[config.mk]
export PLATFORM = sky130hd
export DESIGN_NAME = pi_turn_in_place_controller_core
export DESIGN_NICKNAME = d
export VERILOG_FILES = /design/src/rtl/pitip_pkg.sv /design/src/rtl/pi_turn_in_place_controller_core.sv /design/src/rtl/pitip_div.sv /design/src/rtl/pitip_ctrl.sv /design/src/rtl/pitip_dpath.sv
export SDC_FILE = /design/constraint.sdc
export NUM_CORES = 2
export LEC_CHECK = 0
export BUFFER_PORTS_ARGS = -buffer_cell sky130_fd_sc_hd__buf_2
export CAP_MARGIN = 40
export CELL_PAD_IN_SITES_DETAIL_PLACEMENT = 1
export CELL_PAD_IN_SITES_GLOBAL_PLACEMENT = 1
export CORE_MARGIN = 1.5
export CORE_UTILIZATION = 52
export CTS_CLUSTER_DIAMETER = 100
export DETAILED_ROUTE_END_ITERATION = 8
export PLACE_DENSITY = 0.94
export SETUP_SLACK_MARGIN = 0.3
export SYNTH_ARGS = -nofsm -noshare
export SYNTH_HDL_FRONTEND = slang
export SYNTH_SLANG_ARGS = --single-unit
[constraint.sdc]
create_clock -name clock -period 8.7 [get_ports clock]
set_input_delay 0.435 -clock clock [delete_from_list [all_inputs] [get_ports clock]]
set_output_delay 0.435 -clock clock [all_outputs]
set_load 0.02 [all_outputs]
[src/rtl/pitip_pkg.sv]
// ----------------------------------------------------------------------------
// pitip_pkg
// shared types and constants of the turn-in-place pi controller
// ----------------------------------------------------------------------------
package pitip_pkg;

   // field and state widths
   localparam int YAW_W   = 9;
   localparam int TURN_W  = 10;
   localparam int ERR_W   = 13;
   localparam int VEL_W   = 14;
   localparam int INTEG_W = 28;
   localparam int DRIVE_W = 9;
   localparam int DEN_W   = 27;

   // heading wrap band near 0/360
   localparam logic [YAW_W-1:0] WRAP_LO = 9'd30;
   localparam logic [YAW_W-1:0] WRAP_HI = 9'd330;
   localparam logic signed [ERR_W-1:0] FULL_TURN = 13'sd360;

   // error clamp and done window
   localparam logic signed [ERR_W-1:0] ERR_MAX  = 13'sd4095;
   localparam logic signed [ERR_W-1:0] ERR_MIN  = -13'sd4096;
   localparam logic signed [ERR_W-1:0] DONE_HI  = 13'sd1;
   localparam logic signed [ERR_W-1:0] DONE_LO  = -13'sd1;

   // stiction offsets (magnitudes) and drive limit
   localparam logic [7:0] STIC_POS   = 8'd70;
   localparam logic [7:0] STIC_NEG_L = 8'd75;
   localparam logic [7:0] STIC_NEG_R = 8'd70;
   localparam logic signed [DRIVE_W-1:0] DRIVE_MAX = 9'sd170;
   localparam logic signed [DRIVE_W-1:0] DRIVE_MIN = -9'sd170;

   // controller to datapath commands
   typedef struct packed {
      logic load_in;
      logic step_err;
      logic step_sq;
      logic div_start;
      logic step_mul;
      logic step_int;
      logic step_u;
      logic step_lr;
      logic load_out;
   } cmd_type;

   // datapath to controller status
   typedef struct packed {
      logic div_done;
   } sts_type;

endpackage

[src/rtl/pi_turn_in_place_controller_core.sv]
// ----------------------------------------------------------------------------
// pi_turn_in_place_controller_core
// pi heading controller for turning a two-wheel robot in place
// ----------------------------------------------------------------------------
// req channel: one beat per yaw sample, yaw in tdata, new-turn flag in tuser.
// rsp channel: one beat per sample, left/right drive in tdata, done in tuser.
// csr channel: writes the signed turn angle; always ready, take it while idle.
// each beat runs through a sequencer: error step, square, an iterative
// divider for the stiction factor (one quotient bit a cycle), then
// multiply, integrate, sum and drive steps. one beat is processed at a
// time, so a new beat is taken only once the last one has gone through
// the drive steps and into the output register.
// the result sits in an output register; a stalled receiver holds it there,
// and the next sample is accepted and worked on meanwhile, waiting only
// before the output register if it is still full.
// reset clears the turn state and the turn angle; the first sample after
// reset starts a turn.
// ----------------------------------------------------------------------------
module pi_turn_in_place_controller_core #(
   parameter int FRACTION_BITS = 12
) (
   input  logic        clock,
   input  logic        reset,
   // yaw sample beats
   input  logic        req_tvalid,
   output logic        req_tready,
   input  logic [15:0] req_tdata,   // [8:0] yaw_deg
   input  logic        req_tuser,   // [0] new_turn
   // drive result beats
   output logic        rsp_tvalid,
   input  logic        rsp_tready,
   output logic [23:0] rsp_tdata,   // [8:0] left_drive, [17:9] right_drive
   output logic        rsp_tuser,   // [0] turn_done
   // turn angle write
   input  logic        csr_tvalid,
   output logic        csr_tready,
   input  logic [15:0] csr_tdata    // [9:0] turn_degrees
);

   pitip_pkg::cmd_type cmd;
   pitip_pkg::sts_type sts;
   logic signed [pitip_pkg::DRIVE_W-1:0] left_drive, right_drive;
   logic turn_done;

   assign csr_tready = 1'b1;

   // sequencer
   pitip_ctrl u_ctrl (
      .clock      (clock),
      .reset      (reset),
      .req_tvalid (req_tvalid),
      .req_tready (req_tready),
      .rsp_tvalid (rsp_tvalid),
      .rsp_tready (rsp_tready),
      .cmd        (cmd),
      .sts        (sts)
   );

   // arithmetic and turn state
   pitip_dpath #(
      .FRACTION_BITS (FRACTION_BITS)
   ) u_dpath (
      .clock       (clock),
      .reset       (reset),
      .cmd         (cmd),
      .sts         (sts),
      .csr_we      (csr_tvalid && csr_tready),
      .csr_turn    (csr_tdata[pitip_pkg::TURN_W-1:0]),
      .in_new_turn (req_tuser),
      .in_yaw      (req_tdata[pitip_pkg::YAW_W-1:0]),
      .out_left    (left_drive),
      .out_right   (right_drive),
      .out_done    (turn_done)
   );

   // result packing
   assign rsp_tdata = {6'b0, right_drive, left_drive};
   assign rsp_tuser = turn_done;

endmodule

[src/rtl/pitip_div.sv]
// ----------------------------------------------------------------------------
// pitip_div
// restoring divider, one quotient bit per cycle
// ----------------------------------------------------------------------------
module pitip_div #(
   parameter int QW = 13,
   parameter int DW = 27
) (
   input  logic          clock,
   input  logic          reset,
   input  logic          start,
   input  logic [QW-1:0] dividend,
   input  logic [DW-1:0] divisor,
   output logic          done,
   output logic [QW-1:0] quotient
);

   localparam int CW = $clog2(QW + 1);

   logic          busy_ff, busy_in;
   logic          done_ff, done_in;
   logic [CW-1:0] cnt_ff, cnt_in;
   logic [DW-1:0] rem_ff, rem_in;
   logic [QW-1:0] num_ff, num_in;
   logic [QW-1:0] quo_ff, quo_in;
   logic [DW:0]   trial;
   logic          fits;

   // one shift-and-subtract step
   assign trial = {rem_ff, num_ff[QW-1]};
   assign fits  = trial >= {1'b0, divisor};

   always_comb begin
      busy_in = busy_ff;
      done_in = 1'b0;
      cnt_in  = cnt_ff;
      rem_in  = rem_ff;
      num_in  = num_ff;
      quo_in  = quo_ff;
      if (start) begin
         busy_in = 1'b1;
         cnt_in  = CW'(QW);
         rem_in  = '0;
         num_in  = dividend;
         quo_in  = '0;
      end else if (busy_ff) begin
         rem_in = fits ? DW'(trial - {1'b0, divisor}) : DW'(trial);
         num_in = {num_ff[QW-2:0], 1'b0};
         quo_in = {quo_ff[QW-2:0], fits};
         cnt_in = cnt_ff - 1'b1;
         if (cnt_ff == CW'(1)) begin
            busy_in = 1'b0;
            done_in = 1'b1;
         end
      end
   end

   // control state
   always_ff @(posedge clock) begin
      if (reset) begin
         busy_ff <= 1'b0;
         done_ff <= 1'b0;
         cnt_ff  <= '0;
      end else begin
         busy_ff <= busy_in;
         done_ff <= done_in;
         cnt_ff  <= cnt_in;
      end
   end

   // working registers
   always_ff @(posedge clock) begin
      rem_ff <= rem_in;
      num_ff <= num_in;
      quo_ff <= quo_in;
   end

   assign done     = done_ff;
   assign quotient = quo_ff;

endmodule

[src/rtl/pitip_ctrl.sv]
// ----------------------------------------------------------------------------
// pitip_ctrl
// sequencer for one yaw beat: error, divide, integrate, drive, output
// ----------------------------------------------------------------------------
module pitip_ctrl (
   input  logic               clock,
   input  logic               reset,
   input  logic               req_tvalid,
   output logic               req_tready,
   output logic               rsp_tvalid,
   input  logic               rsp_tready,
   output pitip_pkg::cmd_type cmd,
   input  pitip_pkg::sts_type sts
);

   localparam logic [3:0] ST_IDLE = 4'd0;
   localparam logic [3:0] ST_ERR  = 4'd1;
   localparam logic [3:0] ST_SQ   = 4'd2;
   localparam logic [3:0] ST_DIVS = 4'd3;
   localparam logic [3:0] ST_DIVW = 4'd4;
   localparam logic [3:0] ST_MUL  = 4'd5;
   localparam logic [3:0] ST_INT  = 4'd6;
   localparam logic [3:0] ST_U    = 4'd7;
   localparam logic [3:0] ST_LR   = 4'd8;
   localparam logic [3:0] ST_OUT  = 4'd9;

   logic [3:0] state_ff, state_in;
   logic       rsp_vld_ff, rsp_vld_in;
   logic       out_free;

   assign out_free   = !rsp_vld_ff || rsp_tready;
   assign req_tready = (state_ff == ST_IDLE);
   assign rsp_tvalid = rsp_vld_ff;

   // next state and commands
   always_comb begin
      state_in = state_ff;
      cmd      = '0;
      case (state_ff)
         ST_IDLE: begin
            if (req_tvalid) begin
               cmd.load_in = 1'b1;
               state_in    = ST_ERR;
            end
         end
         ST_ERR: begin
            cmd.step_err = 1'b1;
            state_in     = ST_SQ;
         end
         ST_SQ: begin
            cmd.step_sq = 1'b1;
            state_in    = ST_DIVS;
         end
         ST_DIVS: begin
            cmd.div_start = 1'b1;
            state_in      = ST_DIVW;
         end
         ST_DIVW: begin
            if (sts.div_done) begin
               state_in = ST_MUL;
            end
         end
         ST_MUL: begin
            cmd.step_mul = 1'b1;
            state_in     = ST_INT;
         end
         ST_INT: begin
            cmd.step_int = 1'b1;
            state_in     = ST_U;
         end
         ST_U: begin
            cmd.step_u = 1'b1;
            state_in   = ST_LR;
         end
         ST_LR: begin
            cmd.step_lr = 1'b1;
            state_in    = ST_OUT;
         end
         ST_OUT: begin
            if (out_free) begin
               cmd.load_out = 1'b1;
               state_in     = ST_IDLE;
            end
         end
         default: begin
            state_in = ST_IDLE;
         end
      endcase
   end

   // result beat valid: set on load, cleared when taken
   always_comb begin
      rsp_vld_in = rsp_vld_ff;
      if (cmd.load_out) begin
         rsp_vld_in = 1'b1;
      end else if (rsp_tready) begin
         rsp_vld_in = 1'b0;
      end
   end

   always_ff @(posedge clock) begin
      if (reset) begin
         state_ff   <= ST_IDLE;
         rsp_vld_ff <= 1'b0;
      end else begin
         state_ff   <= state_in;
         rsp_vld_ff <= rsp_vld_in;
      end
   end

   // a new result never overwrites one that is still waiting
   a_no_overwrite: assert property (@(posedge clock) disable iff (reset)
      cmd.load_out |-> (!rsp_vld_ff || rsp_tready))
      else $error("result overwritten before it was taken");

   // divider finishes only while the sequencer waits for it
   a_div_in_wait: assert property (@(posedge clock) disable iff (reset)
      sts.div_done |-> (state_ff == ST_DIVW))
      else $error("divider done outside wait state");

   // an accepted beat starts the error step next
   a_accept_err: assert property (@(posedge clock) disable iff (reset)
      (req_tvalid && req_tready) |=> (state_ff == ST_ERR))
      else $error("accepted beat did not start processing");

endmodule

[src/rtl/pitip_dpath.sv]
// ----------------------------------------------------------------------------
// pitip_dpath
// turn state, error, stiction factor, integrator and drive arithmetic
// ----------------------------------------------------------------------------
module pitip_dpath #(
   parameter int FRACTION_BITS = 12
) (
   input  logic                                      clock,
   input  logic                                      reset,
   input  pitip_pkg::cmd_type                        cmd,
   output pitip_pkg::sts_type                        sts,
   input  logic                                      csr_we,
   input  logic [pitip_pkg::TURN_W-1:0]              csr_turn,
   input  logic                                      in_new_turn,
   input  logic [pitip_pkg::YAW_W-1:0]               in_yaw,
   output logic signed [pitip_pkg::DRIVE_W-1:0]      out_left,
   output logic signed [pitip_pkg::DRIVE_W-1:0]      out_right,
   output logic                                      out_done
);

   localparam int F    = FRACTION_BITS;
   localparam int EW   = pitip_pkg::ERR_W;
   localparam int IW   = pitip_pkg::INTEG_W;
   localparam int SW   = F + 1;                   // stiction factor, max 2^F
   localparam int SMW  = F + 8;                   // factor times offset
   localparam int PW   = EW + F + 2;              // error products
   localparam int SUMW = ((PW > IW) ? PW : IW) + 1;
   localparam int LW   = SUMW + 1;
   localparam int KP   = ((9 << F) + 5) / 10;
   localparam logic [SW-1:0] ONE_FX = {1'b1, {F{1'b0}}};
   localparam logic signed [IW-1:0] IMAX = {1'b0, {(IW-1){1'b1}}};
   localparam logic signed [IW-1:0] IMIN = {1'b1, {(IW-1){1'b0}}};

   // configuration and input beat
   logic [pitip_pkg::TURN_W-1:0] turn_ff;
   logic                         nt_ff;
   logic [pitip_pkg::YAW_W-1:0]  yaw_ff;

   // turn state
   logic                         started_ff;
   logic [pitip_pkg::YAW_W-1:0]  pyaw_ff;
   logic signed [EW-1:0]         goal_ff;
   logic signed [EW-1:0]         perr_ff;
   logic signed [IW-1:0]         integ_ff;

   // per-beat working registers
   logic signed [EW-1:0]                 err_ff;
   logic signed [pitip_pkg::VEL_W-1:0]   vel_ff;
   logic                                 done_ff;
   logic [pitip_pkg::DEN_W-1:0]          den_ff;
   logic signed [PW-1:0]                 isp_ff;
   logic signed [PW-1:0]                 kpe_ff;
   logic [SMW-1:0]                       sp_ff, snl_ff, snr_ff;
   logic signed [SUMW-1:0]               u_ff;
   logic signed [LW-1:0]                 left_ff, right_ff;

   // result payload
   logic signed [pitip_pkg::DRIVE_W-1:0] lout_ff, rout_ff;
   logic                                 dout_ff;

   // error step signals
   logic                         start;
   logic signed [EW-1:0]         start_goal, base_goal, goal_nxt, base_perr, err_c;
   logic [pitip_pkg::YAW_W-1:0]  base_pyaw;
   logic                         wrap_dn, wrap_up, sign_chg, done_c;
   logic signed [EW:0]           diff;

   // later steps
   logic [SW-1:0]                s_q;
   logic signed [SW:0]           s_sg;
   logic signed [SW:0]           kp_sg;
   logic [SMW-1:0]               s_ext;
   logic signed [2*pitip_pkg::VEL_W-1:0] vsq;
   logic signed [PW-1:0]         istep;
   logic signed [SUMW-1:0]       isum;
   logic signed [IW-1:0]         integ_sat;
   logic signed [LW-1:0]         u_w, sp_w, snl_w, snr_w;
   logic signed [LW-1:0]         lb, rb, ls, rs;
   logic signed [pitip_pkg::DRIVE_W-1:0] lclamp, rclamp;

   // start of turn and heading wrap
   always_comb begin
      start      = nt_ff || !started_ff;
      start_goal = $signed({4'b0, yaw_ff}) + EW'($signed(turn_ff));
      base_goal  = start ? start_goal : goal_ff;
      base_pyaw  = start ? yaw_ff : pyaw_ff;
      base_perr  = start ? '0 : perr_ff;
      wrap_dn    = (base_pyaw > pitip_pkg::WRAP_HI) && (yaw_ff < pitip_pkg::WRAP_LO);
      wrap_up    = (base_pyaw < pitip_pkg::WRAP_LO) && (yaw_ff > pitip_pkg::WRAP_HI);
      if (wrap_dn) begin
         goal_nxt = base_goal - pitip_pkg::FULL_TURN;
      end else if (wrap_up) begin
         goal_nxt = base_goal + pitip_pkg::FULL_TURN;
      end else begin
         goal_nxt = base_goal;
      end
   end

   // clamped error, sign change and done window
   always_comb begin
      diff = (EW+1)'(goal_nxt) - (EW+1)'($signed({1'b0, yaw_ff}));
      if (diff < (EW+1)'(pitip_pkg::ERR_MIN)) begin
         err_c = pitip_pkg::ERR_MIN;
      end else if (diff > (EW+1)'(pitip_pkg::ERR_MAX)) begin
         err_c = pitip_pkg::ERR_MAX;
      end else begin
         err_c = diff[EW-1:0];
      end
      sign_chg = ((err_c < 0) && (base_perr > 0)) || ((err_c > 0) && (base_perr < 0));
      done_c   = (err_c >= pitip_pkg::DONE_LO) && (err_c <= pitip_pkg::DONE_HI) &&
                 (base_perr >= pitip_pkg::DONE_LO) && (base_perr <= pitip_pkg::DONE_HI);
   end

   // stiction factor 2^F / (1 + vel^2)
   pitip_div #(
      .QW (SW),
      .DW (pitip_pkg::DEN_W)
   ) u_div (
      .clock    (clock),
      .reset    (reset),
      .start    (cmd.div_start),
      .dividend (ONE_FX),
      .divisor  (den_ff),
      .done     (sts.div_done),
      .quotient (s_q)
   );

   assign vsq   = vel_ff * vel_ff;
   assign s_sg  = $signed({1'b0, s_q});
   assign kp_sg = (SW+1)'(KP);
   assign s_ext = SMW'(s_q);

   // integral step truncated toward zero, saturating sum
   always_comb begin
      istep = (isp_ff + ((isp_ff < 0) ? PW'(3) : PW'(0))) >>> 2;
      isum  = SUMW'(integ_ff) + SUMW'(istep);
      if (isum > SUMW'(IMAX)) begin
         integ_sat = IMAX;
      end else if (isum < SUMW'(IMIN)) begin
         integ_sat = IMIN;
      end else begin
         integ_sat = isum[IW-1:0];
      end
   end

   // drive terms
   assign u_w   = LW'(u_ff);
   assign sp_w  = LW'($signed({1'b0, sp_ff}));
   assign snl_w = LW'($signed({1'b0, snl_ff}));
   assign snr_w = LW'($signed({1'b0, snr_ff}));

   // divide by 2^F toward zero, then clamp
   always_comb begin
      lb = left_ff  + ((left_ff  < 0) ? LW'((1 << F) - 1) : LW'(0));
      rb = right_ff + ((right_ff < 0) ? LW'((1 << F) - 1) : LW'(0));
      ls = lb >>> F;
      rs = rb >>> F;
      if (ls > LW'(pitip_pkg::DRIVE_MAX)) begin
         lclamp = pitip_pkg::DRIVE_MAX;
      end else if (ls < LW'(pitip_pkg::DRIVE_MIN)) begin
         lclamp = pitip_pkg::DRIVE_MIN;
      end else begin
         lclamp = ls[pitip_pkg::DRIVE_W-1:0];
      end
      if (rs > LW'(pitip_pkg::DRIVE_MAX)) begin
         rclamp = pitip_pkg::DRIVE_MAX;
      end else if (rs < LW'(pitip_pkg::DRIVE_MIN)) begin
         rclamp = pitip_pkg::DRIVE_MIN;
      end else begin
         rclamp = rs[pitip_pkg::DRIVE_W-1:0];
      end
   end

   // turn angle register and turn state
   always_ff @(posedge clock) begin
      if (reset) begin
         turn_ff    <= '0;
         started_ff <= 1'b0;
         pyaw_ff    <= '0;
         goal_ff    <= '0;
         perr_ff    <= '0;
         integ_ff   <= '0;
      end else begin
         if (csr_we) begin
            turn_ff <= csr_turn;
         end
         if (cmd.step_err) begin
            started_ff <= 1'b1;
            pyaw_ff    <= yaw_ff;
            goal_ff    <= goal_nxt;
            perr_ff    <= done_c ? base_perr : err_c;
            integ_ff   <= (start || sign_chg) ? '0 : integ_ff;
         end else if (cmd.step_int && !done_ff) begin
            integ_ff <= integ_sat;
         end
      end
   end

   // working and payload registers
   always_ff @(posedge clock) begin
      if (cmd.load_in) begin
         nt_ff  <= in_new_turn;
         yaw_ff <= in_yaw;
      end
      if (cmd.step_err) begin
         err_ff  <= err_c;
         vel_ff  <= (pitip_pkg::VEL_W)'(err_c) - (pitip_pkg::VEL_W)'(base_perr);
         done_ff <= done_c;
      end
      if (cmd.step_sq) begin
         den_ff <= (pitip_pkg::DEN_W)'(vsq) + 1'b1;
      end
      if (cmd.step_mul) begin
         isp_ff <= err_ff * s_sg;
         kpe_ff <= err_ff * kp_sg;
         sp_ff  <= s_ext * SMW'(pitip_pkg::STIC_POS);
         snl_ff <= s_ext * SMW'(pitip_pkg::STIC_NEG_L);
         snr_ff <= s_ext * SMW'(pitip_pkg::STIC_NEG_R);
      end
      if (cmd.step_u) begin
         u_ff <= SUMW'(kpe_ff) + SUMW'(integ_ff);
      end
      if (cmd.step_lr) begin
         left_ff  <= u_w + ((u_ff > 0) ? sp_w : -snl_w);
         right_ff <= -u_w + ((u_ff < 0) ? sp_w : -snr_w);
      end
      if (cmd.load_out) begin
         lout_ff <= done_ff ? '0 : lclamp;
         rout_ff <= done_ff ? '0 : rclamp;
         dout_ff <= done_ff;
      end
   end

   assign out_left  = lout_ff;
   assign out_right = rout_ff;
   assign out_done  = dout_ff;

endmodule

==> flow_summary_export.csv <==
group,metric,value,unit
status,status,"complete, no violations",
cells_and_area,nets,5392,
floorplanning,fp.dieH,286,µm
logic_synthesis,synthCells,4428,
detailed_routing,wire_per_inst,27.9,µm
flow_run,max_cap_violations,0,
logic_synthesis,syn_avg_cell_area,9.41,µm²
floorplanning,design.core.area,0.0791,mm²
clock_tree,clockBufferDepth,3,
sta,max_freq,124,MHz
place,dp_hpwl,106000,µm
worst_setup_path,ff2ff_path_depth,29,
detailed_routing,routed_wl,155000,µm
worst_setup_path,regToRegSetupSlack,0.64,ns
detailed_routing,drt_first_pass_iters,8,
sta,slew_headroom,0.346,
floorplanning,start_util,0.527,
worst_setup_path,r2r_end,"u_dpath.vel_ff[12]$_DFFE_PN_",
clock_tree,cts_sinks,387,
logic_synthesis,seq_area_frac_synth,0.249,
sta,finalSetupViolCount,0,
worst_setup_path,regToRegStartpoint,"u_dpath.yaw_ff[0]$_DFFE_PP_",
detailed_routing,drc,0,
global_route,grt_pass1_wl,238000,µm
hold_path,hp-class,"in2reg",
sta,worst_slew_pin_slew,0.977,ns
worst_setup_path,cp-endpoint,"u_dpath.vel_ff[12]$_DFFE_PN_",
sta,fin_crit_sh,0.926,
sta,fin_skew,0.0502,ns
global_route,grt_pass1_vias,41200,
clock_tree,cts_tree,"built",
logic_synthesis,ys_async_sr_fraction,0,
global_route,antenna_found_initial,1,
logic_synthesis,ys_ff_latch,387,
cells_and_area,syn_to_final_growth,7.77,%
logic_synthesis,yosysMostFrequentCell,"inv_1",
floorplanning,dieArea,0.0818,mm²
place,gp_congestion,0.890,
detailed_routing,final_antenna_net_count,0,
global_route,grt_overflow_total,0,
sta,rsz0062_at_grt,"no",
logic_synthesis,ys_types,92,
logic_synthesis,synth_top_area_frac,0.188,
logic_synthesis,yosys-top-cells-count,"673 x inv_1, 508 x ha_1, 376 x fa_1",
worst_setup_path,worst_setup_path_start_kind,"register",
logic_synthesis,ys.flop_type,"edfxtp_1",
global_route,grt_max_degree,72,
detailed_routing,vias,36100,
place,numPortBuffers,45,
logic_synthesis,yosysTopAreaCell,"edfxtp_1",
logic_synthesis,yosys_warnings,0,
worst_setup_path,required,9.08,ns
sta,finalHoldViolCount,0,
detailed_routing,post_drt_via_cell_ratio,6.49,
worst_setup_path,critical_path.startpoint,"u_dpath.yaw_ff[0]$_DFFE_PP_",
worst_setup_path,cp_max_fo,14,
sta,slew_violations,0,
worst_setup_path,slowest_stage,"edfxtp_1",
worst_setup_path,max_stage_delay,0.47,ns
logic_synthesis,synth_area_leaders,"edfxtp_1 19%, fa_1 18%, ha_1 15%",
worst_setup_path,critPathKind,"reg2reg",
logic_synthesis,syn_area,0.0417,mm²
sta,finalSetupTns,0,ns
worst_setup_path,critical_path.endpoint_type,"register",
cells_and_area,nFillCells,8842,
clock_tree,cts_buffers,49,
logic_synthesis,synth_enable_flop_cells,261,
clock_tree,htreeDepth,2,
clock_tree,clockRootBuffer,"clkbuf_16",
clock_tree,clk_pin_slew,0.08,ns
cells_and_area,drive_gt1_frac,0.0534,
floorplanning,die_w,286,µm
global_route,grt_usage,0.378,
detailed_routing,drt_iter0_markers,2998,
floorplanning,row_count,103,
sta,min_period,8.06,ns
worst_setup_path,crit_top_cell,"ha_1",
clock_tree,clk_latency,0.65,ns
worst_setup_path,arrival,8.44,ns
floorplanning,io_pins,66,
==> cell usage in the layout (no fill, tap or decap), types with 24 or more instances in the layout <==
cell / count
mux2i_1: 40
a21o_1: 69
fa_1: 376
o21ai_0: 117
or3_1: 29
o21bai_1: 55
nand2_1: 315
nor2b_1: 39
a31oi_1: 28
xor2_1: 101
nor3_1: 77
a211oi_1: 53
edfxtp_1: 261
o21a_1: 42
and2_1: 130
ha_1: 508
nand2b_1: 48
nor2_1: 342
buf_4: 39
a21oi_1: 263
dfxtp_1: 125
and3_1: 28
xnor2_1: 219
nor4_1: 24
clkbuf_16: 51
buf_2: 49
nand3_1: 60
inv_1: 673
==> layer usage <==
metal  vias to the layer above  GRT usage  wire length [µm]
met5                         -          0                 0
met4                         0      0.340             15900
met3                      1049     0.0779             11600
met2                      2266      0.654             76100
met1                     17800      0.385             51400
li1                      15000          -                 -
==> through the flow <==
stage	hold slack (ns)	util	cell area, µm²	setup slack, ns	cells
final	0.0406	0.567	44900	0.640	5562
after global routing	0.0275	0.567	44900	0.340	5561
after CTS	0.0318	0.567	44900	0.667	5559
after detailed placement	0.456	0.545	43100	0.812	5458
after global placement	0.444	0.544	43100	1.44	5452
after floorplan	0.437	-	41700	1.43	4433
==> critical path, delay by kind of cell, from the launching register on <==
family                     cells  cell delay (ns)
adders and majority gates      6             1.88
DFF                            1             0.47
and+or+nand+nor                4             0.52
AOI/OAI and AO/OA             15             4.30
buffers and inverters          3             0.40
muxes                          1             0.23
==> sequential cells by signal, indices dropped and copies added (netlist names), 14 cells and up <==
| name | count |
|---|---|
| u_dpath.sp_ff | 16 |
| u_dpath.left_ff | 30 |
| u_dpath.kpe_ff | 25 |
| u_dpath.integ_ff | 28 |
| u_dpath.snl_ff | 20 |
| u_dpath.u_ff | 29 |
| u_dpath.isp_ff | 27 |
| u_dpath.u_div.rem_ff | 27 |
| u_dpath.right_ff | 30 |
| u_dpath.den_ff | 27 |
| u_dpath.vel_ff | 14 |
==> how the worst min path moves through the flow <==
stage	slack (ns)	cells after the start	end	from
floorplan	0.44	2	u_dpath.goal_ff[2]$_SDFFE_PP0N_	u_dpath.goal_ff[2]$_SDFFE_PP0N_
global placement	0.44	2	u_dpath.goal_ff[2]$_SDFFE_PP0N_	u_dpath.goal_ff[2]$_SDFFE_PP0N_
detailed placement	0.46	2	u_dpath.goal_ff[7]$_SDFFE_PP0N_	u_dpath.goal_ff[7]$_SDFFE_PP0N_
CTS	0.03	1	u_dpath.yaw_ff[1]$_DFFE_PP_	req_tdata[1]
global route	0.03	1	u_dpath.yaw_ff[1]$_DFFE_PP_	req_tdata[1]
finish	0.04	1	u_dpath.yaw_ff[1]$_DFFE_PP_	req_tdata[1]
==> layout make-up <==
| cell class | count | area (µm²) | area share |
|---|---|---|---|
| multi-input cells | 3255 | 28300 | 0.631 |
| flip-flops and latches | 387 | 10400 | 0.231 |
| inverters | 677 | 2540 | 0.0566 |
| clock buffers | 64 | 1370 | 0.0304 |
| well taps | 1050 | 1310 | 0.0293 |
| repair buffers | 100 | 663 | 0.0148 |
| clock inverters | 28 | 320 | 0.00713 |
| diodes | 1 | 2.50 | 0.0000557 |
==> cell families (layout without fill, tap and decap cells) <==
group | Yosys count | count (layout) | synth area share
simple gates | 1179 | 1179 | 0.136
fa+ha+maj | 884 | 884 | 0.333
compound gates | 822 | 822 | 0.132
buf+inv | 791 | 869 | 0.0730
flops | 387 | 387 | 0.249
xor+xnor | 320 | 320 | 0.0673
mux | 43 | 43 | 0.0104
other cells | 2 | 8 | 0.000180
==> timing repair <==
item / in CTS / in global routing
hold buffers: 9 / 0
resized for setup: 0 / 1
endpoints found under the setup margin: 0 / 4
buffers inserted: 0 / 0
hold endpoints to repair: 9 / 0
Power is left out: the tool's default activity adds up to more than one toggle a clock period on the data nets, which glitch-free logic cannot reach.
